$ cat src/rtl/i2p_pkg.sv
package i2p_pkg;

    localparam int STACK_DEPTH = 32;
    localparam int PTR_W       = $clog2(STACK_DEPTH);
    localparam int CNT_W       = $clog2(STACK_DEPTH + 1);

    localparam logic [7:0] CH_NUL    = 8'h00;
    localparam logic [7:0] CH_LF     = 8'h0a;
    localparam logic [7:0] CH_SPACE  = 8'h20;
    localparam logic [7:0] CH_LPAREN = 8'h28;
    localparam logic [7:0] CH_RPAREN = 8'h29;
    localparam logic [7:0] CH_TIMES  = 8'h2a;
    localparam logic [7:0] CH_PLUS   = 8'h2b;
    localparam logic [7:0] CH_MINUS  = 8'h2d;
    localparam logic [7:0] CH_DIVIDE = 8'h2f;
    localparam logic [7:0] CH_SEMI   = 8'h3b;

    typedef enum logic [2:0] {
        OP_LPAREN = 3'd0,
        OP_PLUS   = 3'd1,
        OP_MINUS  = 3'd2,
        OP_TIMES  = 3'd3,
        OP_DIVIDE = 3'd4
    } op_code_t;

    localparam int OP_W = $bits(op_code_t);

    function automatic logic [7:0] code_char(input logic [OP_W-1:0] code);
        logic [7:0] ch;
        case (code)
            OP_PLUS:   ch = CH_PLUS;
            OP_MINUS:  ch = CH_MINUS;
            OP_TIMES:  ch = CH_TIMES;
            OP_DIVIDE: ch = CH_DIVIDE;
            default:   ch = CH_LPAREN;
        endcase
        return ch;
    endfunction

endpackage

$ cat src/rtl/infix_to_postfix_converter.sv
// Shunting-yard infix to postfix converter, one character word in, zero or more
// character words out. The operator stack sits in a single-port-read RAM with a
// registered read, so every stack pop passes through S_RD, which issues the
// address, and then S_CHK, which checks the word read. An ordinary character, a
// space or '(' is handled in S_IDLE alone; an operator, ')' or terminator goes
// through S_RD and S_CHK for each word it pops off the stack and for any entry
// or matching '(' that it stops on, then ends in S_FIN. Output stalls can add
// waits in S_IDLE, S_CHK and S_FIN. The last word caused by an input carries
// run_last; a terminator ends with a zero word that reports overflow_seen when a
// push onto a full stack was dropped.
module infix_to_postfix_converter (
    input  logic       clk,
    input  logic       rst_n,
    input  logic       in_valid,
    output logic       in_ready,
    input  logic [7:0] in_char,
    output logic       out_valid,
    input  logic       out_ready,
    output logic [7:0] out_char,
    output logic       run_last,
    output logic       overflow_seen
);

    import i2p_pkg::*;

    typedef enum logic [1:0] {
        S_IDLE,
        S_RD,
        S_CHK,
        S_FIN
    } state_t;

    typedef enum logic [1:0] {
        K_TERM,
        K_RPAR,
        K_ADD,
        K_MUL
    } kind_t;

    state_t            state_reg, state_next;
    kind_t             kind_reg, kind_next;
    op_code_t          op_reg, op_next;
    logic [CNT_W-1:0]  count_reg, count_next;
    logic              ovf_flag_reg, ovf_flag_next;
    logic              pend_valid_reg, pend_valid_next;
    logic [7:0]        pend_char_reg, pend_char_next;
    logic              out_valid_reg, out_valid_next;
    logic [7:0]        out_char_reg, out_char_next;
    logic              run_last_reg, run_last_next;
    logic              ovf_out_reg, ovf_out_next;

    logic              out_free;
    logic [CNT_W-1:0]  cnt_dec;
    logic              rd_en;
    logic [PTR_W-1:0]  rd_addr;
    logic [OP_W-1:0]   rd_data;
    logic              wr_en;
    logic [PTR_W-1:0]  wr_addr;
    logic [OP_W-1:0]   wr_data;
    op_code_t          top_op;
    logic              do_pop;
    logic              stack_full;

    i2p_ram #(
        .DEPTH (STACK_DEPTH),
        .WIDTH (OP_W)
    ) u_stack (
        .clk     (clk),
        .wr_en   (wr_en),
        .wr_addr (wr_addr),
        .wr_data (wr_data),
        .rd_en   (rd_en),
        .rd_addr (rd_addr),
        .rd_data (rd_data)
    );

    assign out_free   = !out_valid_reg || out_ready;
    assign cnt_dec    = count_reg - 1'b1;
    assign rd_addr    = cnt_dec[PTR_W-1:0];
    assign wr_addr    = count_reg[PTR_W-1:0];
    assign stack_full = (count_reg == CNT_W'(STACK_DEPTH));
    assign top_op     = op_code_t'(rd_data);
    assign in_ready   = (state_reg == S_IDLE) && out_free;

    always_comb
    begin
        case (kind_reg)
            K_TERM:  do_pop = 1'b1;
            K_RPAR:  do_pop = (top_op != OP_LPAREN);
            K_ADD:   do_pop = (top_op != OP_LPAREN);
            K_MUL:   do_pop = (top_op == OP_TIMES) || (top_op == OP_DIVIDE);
            default: do_pop = 1'b0;
        endcase
    end

    always_comb
    begin
        state_next      = state_reg;
        kind_next       = kind_reg;
        op_next         = op_reg;
        count_next      = count_reg;
        ovf_flag_next   = ovf_flag_reg;
        pend_valid_next = pend_valid_reg;
        pend_char_next  = pend_char_reg;
        out_valid_next  = out_valid_reg && !out_ready;
        out_char_next   = out_char_reg;
        run_last_next   = run_last_reg;
        ovf_out_next    = ovf_out_reg;
        rd_en           = 1'b0;
        wr_en           = 1'b0;
        wr_data         = OP_LPAREN;

        case (state_reg)
            S_IDLE:
            begin
                if (in_valid && in_ready)
                begin
                    case (in_char) inside
                        CH_NUL, CH_SEMI, CH_LF:
                        begin
                            kind_next  = K_TERM;
                            state_next = S_RD;
                        end
                        CH_SPACE:
                        begin
                        end
                        CH_LPAREN:
                        begin
                            if (stack_full)
                            begin
                                ovf_flag_next = 1'b1;
                            end
                            else
                            begin
                                wr_en      = 1'b1;
                                wr_data    = OP_LPAREN;
                                count_next = count_reg + 1'b1;
                            end
                        end
                        CH_RPAREN:
                        begin
                            kind_next  = K_RPAR;
                            state_next = S_RD;
                        end
                        CH_PLUS, CH_MINUS:
                        begin
                            kind_next       = K_ADD;
                            op_next         = (in_char == CH_PLUS) ? OP_PLUS : OP_MINUS;
                            pend_valid_next = 1'b1;
                            pend_char_next  = CH_SPACE;
                            state_next      = S_RD;
                        end
                        CH_TIMES, CH_DIVIDE:
                        begin
                            kind_next       = K_MUL;
                            op_next         = (in_char == CH_TIMES) ? OP_TIMES : OP_DIVIDE;
                            pend_valid_next = 1'b1;
                            pend_char_next  = CH_SPACE;
                            state_next      = S_RD;
                        end
                        default:
                        begin
                            out_valid_next = 1'b1;
                            out_char_next  = in_char;
                            run_last_next  = 1'b1;
                            ovf_out_next   = 1'b0;
                        end
                    endcase
                end
            end

            S_RD:
            begin
                if (count_reg == '0)
                begin
                    state_next = S_FIN;
                end
                else
                begin
                    rd_en      = 1'b1;
                    state_next = S_CHK;
                end
            end

            S_CHK:
            begin
                if (kind_reg == K_RPAR && top_op == OP_LPAREN)
                begin
                    // matching '(' is dropped
                    count_next = cnt_dec;
                    state_next = S_FIN;
                end
                else if (do_pop)
                begin
                    // read data holds while stalled: no new read is issued
                    if (!pend_valid_reg || out_free)
                    begin
                        if (pend_valid_reg)
                        begin
                            out_valid_next = 1'b1;
                            out_char_next  = pend_char_reg;
                            run_last_next  = 1'b0;
                            ovf_out_next   = 1'b0;
                        end
                        pend_valid_next = 1'b1;
                        pend_char_next  = code_char(rd_data);
                        count_next      = cnt_dec;
                        state_next      = S_RD;
                    end
                end
                else
                begin
                    state_next = S_FIN;
                end
            end

            S_FIN:
            begin
                if (kind_reg == K_TERM)
                begin
                    if (out_free)
                    begin
                        out_valid_next = 1'b1;
                        if (pend_valid_reg)
                        begin
                            out_char_next   = pend_char_reg;
                            run_last_next   = 1'b0;
                            ovf_out_next    = 1'b0;
                            pend_valid_next = 1'b0;
                        end
                        else
                        begin
                            out_char_next = CH_NUL;
                            run_last_next = 1'b1;
                            ovf_out_next  = ovf_flag_reg;
                            count_next    = '0;
                            ovf_flag_next = 1'b0;
                            state_next    = S_IDLE;
                        end
                    end
                end
                else if (!pend_valid_reg || out_free)
                begin
                    // held word is the last one of this input
                    if (pend_valid_reg)
                    begin
                        out_valid_next = 1'b1;
                        out_char_next  = pend_char_reg;
                        run_last_next  = 1'b1;
                        ovf_out_next   = 1'b0;
                    end
                    pend_valid_next = 1'b0;
                    if (kind_reg != K_RPAR)
                    begin
                        if (stack_full)
                        begin
                            ovf_flag_next = 1'b1;
                        end
                        else
                        begin
                            wr_en      = 1'b1;
                            wr_data    = op_reg;
                            count_next = count_reg + 1'b1;
                        end
                    end
                    state_next = S_IDLE;
                end
            end

            default:
            begin
                state_next = S_IDLE;
            end
        endcase
    end

    always_ff @(posedge clk or negedge rst_n)
    begin
        if (!rst_n)
        begin
            state_reg      <= S_IDLE;
            kind_reg       <= K_TERM;
            op_reg         <= OP_LPAREN;
            count_reg      <= '0;
            ovf_flag_reg   <= 1'b0;
            pend_valid_reg <= 1'b0;
            pend_char_reg  <= '0;
            out_valid_reg  <= 1'b0;
            out_char_reg   <= '0;
            run_last_reg   <= 1'b0;
            ovf_out_reg    <= 1'b0;
        end
        else
        begin
            state_reg      <= state_next;
            kind_reg       <= kind_next;
            op_reg         <= op_next;
            count_reg      <= count_next;
            ovf_flag_reg   <= ovf_flag_next;
            pend_valid_reg <= pend_valid_next;
            pend_char_reg  <= pend_char_next;
            out_valid_reg  <= out_valid_next;
            out_char_reg   <= out_char_next;
            run_last_reg   <= run_last_next;
            ovf_out_reg    <= ovf_out_next;
        end
    end

    assign out_valid     = out_valid_reg;
    assign out_char      = out_char_reg;
    assign run_last      = run_last_reg;
    assign overflow_seen = ovf_out_reg;

    a_count_bound: assert property (@(posedge clk) disable iff (!rst_n)
        count_reg <= CNT_W'(STACK_DEPTH))
        else $error("stack count beyond depth");

    a_ovf_on_term: assert property (@(posedge clk) disable iff (!rst_n)
        out_valid_reg && ovf_out_reg |-> out_char_reg == CH_NUL && run_last_reg)
        else $error("overflow reported on a non-terminator word");

    a_read_latency: assert property (@(posedge clk) disable iff (!rst_n)
        state_reg == S_CHK |-> $past(state_reg) == S_RD || $past(state_reg) == S_CHK)
        else $error("stack check without a prior read");

    a_pend_idle: assert property (@(posedge clk) disable iff (!rst_n)
        state_reg == S_IDLE |-> !pend_valid_reg)
        else $error("held word left behind at end of input");

endmodule

$ cat src/rtl/i2p_ram.sv
module i2p_ram #(
    parameter int DEPTH = 32,
    parameter int WIDTH = 3
) (
    input  logic                     clk,
    input  logic                     wr_en,
    input  logic [$clog2(DEPTH)-1:0] wr_addr,
    input  logic [WIDTH-1:0]         wr_data,
    input  logic                     rd_en,
    input  logic [$clog2(DEPTH)-1:0] rd_addr,
    output logic [WIDTH-1:0]         rd_data
);

    logic [WIDTH-1:0] mem [DEPTH];

    always_ff @(posedge clk)
    begin
        if (wr_en)
        begin
            mem[wr_addr] <= wr_data;
        end
    end

    always_ff @(posedge clk)
    begin
        if (rd_en)
        begin
            rd_data <= mem[rd_addr];
        end
    end

endmodule
$ cat config.mk
export PLATFORM = sky130hd
export DESIGN_NAME = infix_to_postfix_converter
export DESIGN_NICKNAME = d
export VERILOG_FILES = /design/src/rtl/i2p_pkg.sv /design/src/rtl/infix_to_postfix_converter.sv /design/src/rtl/i2p_ram.sv
export SDC_FILE = /design/constraint.sdc
export NUM_CORES = 1
export LEC_CHECK = 0
export ABC_CLOCK_PERIOD_IN_PS = 4350
export BUFFER_PORTS_ARGS = -buffer_cell sky130_fd_sc_hd__buf_2
export CAP_MARGIN = 15
export CORE_MARGIN = 2
export CORE_UTILIZATION = 50
export CTS_BUF_LIST = sky130_fd_sc_hd__clkbuf_4 sky130_fd_sc_hd__clkbuf_8
export DETAILED_ROUTE_END_ITERATION = 8
export GPL_ROUTABILITY_DRIVEN = 0
export PLACE_DENSITY = 0.67
export SLEW_MARGIN = 30
export SYNTH_ARGS = -nofsm -noshare
export SYNTH_HDL_FRONTEND = slang
export SYNTH_HIERARCHICAL = 1
export SYNTH_SLANG_ARGS = --single-unit
$ cat constraint.sdc
create_clock -name clk -period 4.35 [get_ports clk]
set_clock_uncertainty 0.05 [all_clocks]
set_input_delay 0 -clock clk [delete_from_list [all_inputs] [get_ports clk]]
set_output_delay 0 -clock clk [all_outputs]
set_load 0.03 [all_outputs]
==> impl_results.md <==
* CTS Buffer Depth at 2
* H-tree depth at 4
* Syn nets at 471
* Full die area at 13300 um2
* Routed vias/inst at 5.98
* Antenna viol nets, final at 0
* Leakage at 2.49 nW
* Chip width at 115 um
* WP data arrival at 3.39 ns
* Clock Sinks at 130
* Pwr/cell area at 692 nW/um2
* 1st-pass router iterations at 5
* Worst VDD drop at 0.271 mV
* Syn_area_per_cell at 13.8 um2
* Final TNS setup at 0 ns
* Crit path kind: reg -> reg
* Internal at 0.00300 W
* Fin crit share at 0.765
* DRT iter0 DRCs at 358
* Vias in the first global route at 3880
* RSZ-0062 raised after global routing: false
* Final nets at 508
* Post-synthesis mux area share at 0.128
* Synthesized flop and latch total at 130
* Num CTS Buffers at 17
* P_sw at 0.00183 W
* Startpoint class of the critical path: flip-flop
* Worst hold-check path type: in -> async
* Mapped cell area at 6210 um2
* Rows at 40
* # IOs at 24
* Fill cells at 949
* TritonCTS clock tree: done
* Fmax at 300 MHz
* Synthesis-to-layout area growth at 12.2%
* Critical Path Start: count_reg[0]
* Crit path max fanout at 12
* Status: complete, no violations
* CP max-delay cell: dfrtp_1
* Post-DP HPWL at 8840 um
* Routed wire length at 13500 um
* Main synth FF type: edfxtp_1
* Crit path max-delay family: simple AND/OR/NAND/NOR gates
* # setup viols final at 0
* Yosys warning total at 6
* GRT overflow at 0
* Fin area at 6970 um2
* PortBufs at 23
* Final min period at 3.33 ns
* Max-slew headroom at 0.486
* Share of layout cells above drive strength 1 at 0.216
* Simple-gate share of the synthesized area at 0.112
* CTS root buf: clkbuf_8
* Clock transition at path regs at 0.08 ns
* DRC violations left at 0
* Via count at 3995
* Register area share after synthesis at 0.603
* Most numerous cell on the critical path: nor2_1
* First-pass GRT wire length at 20800 um
* Distinct cells, synth at 60
* N_diodes at 0
* Final hold violations at 0
* Crit path largest cell delay at 0.51 ns
* Synth area leader: edfxtp_1
* Power share of the sequential group at 0.363
* Crit path buffers/inverters at 1
* Largest register FFs at 96
* GRT Total Usage at 0.215
* Least-Margin Pin Slew at 0.763 ns
* Final Util at 0.578
* Post-synth EDFFs at 99
* Die height at 115 um
* Clk_lat worst skew at 0.44 ns
* CP endpoint kind: flip-flop
* Drt wl/cell at 20.2 um
* XOR/XNOR Fraction of Synth Area at 0.00705
* Clk pwr share at 0.214
* Synth top area cells: edfxtp_1 (48%), dfrtp_1 (12%), mux4_2 (11%)
* Adder-Cell Fraction of Synth Area at 0.0197
* Reg-to-Reg Start: count_reg[0]
* Initial antenna violation count at 0
* Crit path cell chain: inv_1 -> ha_1 -> nand2b_1 -> nor3_1 -> and2_1 -> nor4_1 -> a31oi_1 -> nor2_1 -> nand3b_1 -> nor2_1
* Post-synth top area share at 0.479
* Mapped Cells at 450
* Comb pwr share at 0.423
* Critical path required time at 4.41 ns
* Async set-reset flop share out of synthesis at 0.238
* Largest family of logic cells by synthesized area: multiplexers
* Compound-Gate Fraction of Synth Area at 0.0979
* Initial Util at 0.515
* Max cap viols at 0
* Area of the core at 12100 um2
* Placed Instance Area at 6450 um2
* Largest net degree at the start of global routing at 33
* Switching share of power at 0.378
* Max-slew violation count at 0
==> power by group through the flow <==
| stage | clock (W) | combinational, W | sequential (W) |
|---|---|---|---|
| 2_1_floorplan | 0 | 0.00153 | 0.00178 |
| 3_3_place_gp | 0 | 0.00199 | 0.00176 |
| 3_5_place_dp | 0 | 0.00203 | 0.00177 |
| 4_1_cts | 0.00105 | 0.00205 | 0.00175 |
| 5_1_grt | 0.00111 | 0.00221 | 0.00177 |
| 6_report | 0.00103 | 0.00204 | 0.00175 |
==> layout make-up <==
type                    instances  area (um2)  share of cell area
clock inverters                14         161              0.0232
flip-flops and latches        130        3750               0.538
inverters                      17        63.8             0.00915
clock buffers                  18         241              0.0346
multi-input cells             280        2270               0.325
repair buffers                 41         280              0.0402
well taps                     168         210              0.0302
==> synthesized netlist by cell type, drive strengths merged (7+ instances only) <==
cell      n
a21oi    15
dfrtp    31
o2bb2ai   9
nand2    29
inv      17
a22oi     8
o21ai    16
a31oi     7
clkbuf   11
buf      12
ha        9
nand3     9
mux4     30
mux2      7
edfxtp   99
nor2     54
==> metal layers <==
metal  share of wire  GRT usage  vias to the layer above
li1                -          -                     1813
met1            0.42      0.270                     2002
met2            0.50      0.356                      148
met3           0.050     0.0439                       32
met4           0.031      0.108                        0
met5               0          0                        -
==> worst register-to-register path, delay by kind of cell (launching register included) <==
family / cells / cell delay [ns]
simple gates: 7 / 2.06
buf+inv: 1 / 0.10
fa+ha+maj: 1 / 0.21
compound gates: 1 / 0.07
flops: 1 / 0.51
==> cell families (layout without fill, tap and decap cells) <==
kind of cell / count (synthesis) / count (layout)
multiplexers: 41 / 41
adder cells (fa/ha/maj): 10 / 10
AND/OR/NAND/NOR: 140 / 140
buffers and inverters: 40 / 90
XOR/XNOR: 5 / 5
flip-flops: 130 / 130
AO/OA/AOI/OAI: 84 / 84
==> cell usage in the layout, fill, tap and decap left out, drive strengths merged, types with 5 or more instances in the layout <==
cell	n
a21oi	15
a22oi	8
a31oi	7
and2	5
buf	29
clkbuf	18
clkinv	7
dfrtp	31
dlygate4sd3	12
edfxtp	99
ha	9
inv	19
mux2	7
mux4	30
nand2	29
nand2b	6
nand3	9
nand3b	6
nand4	5
nor2	54
nor3	6
nor4	5
o21ai	16
o2bb2ai	9
==> stage by stage <==
stage / instances / setup WS (ns) / hold WS [ns] / total power (W)
6_report: 668 / 1.02 / 0.110 / 0.00482
4_1_cts: 668 / 1.07 / 0.115 / 0.00485
3_5_place_dp: 624 / 1.08 / 0.0679 / 0.00380
5_1_grt: 668 / 0.610 / 0.176 / 0.00509
3_3_place_gp: 624 / 1.22 / 0.0584 / 0.00375
2_1_floorplan: 450 / 1.41 / -0.346 / 0.00332
==> worst paths after layout <==
| kind | cells after the start | slack [ns] | end |
|---|---|---|---|
| setup reg to reg | 10 | 1.02 | u_stack/mem[10][1] |
| min in group clk | 5 | 0.22 | pend_valid_reg |
| hold / removal | 2 | 0.11 | count_reg[4] |
| max in group asynchronous | 2 | 3.63 | out_char[2] |
| hold reg to reg | 1 | 0.42 | pend_char_reg[5] |
| setup / recovery | 10 | 1.02 | u_stack/mem[10][1] |
==> timing repair <==
item / in CTS / in global routing
resized for setup: 0 / 0
buffers inserted: 0 / 0
hold buffers: 12 / 0
endpoints found under the hold margin: 43 / 0
Note: power is estimated with default switching activity, not from simulation.
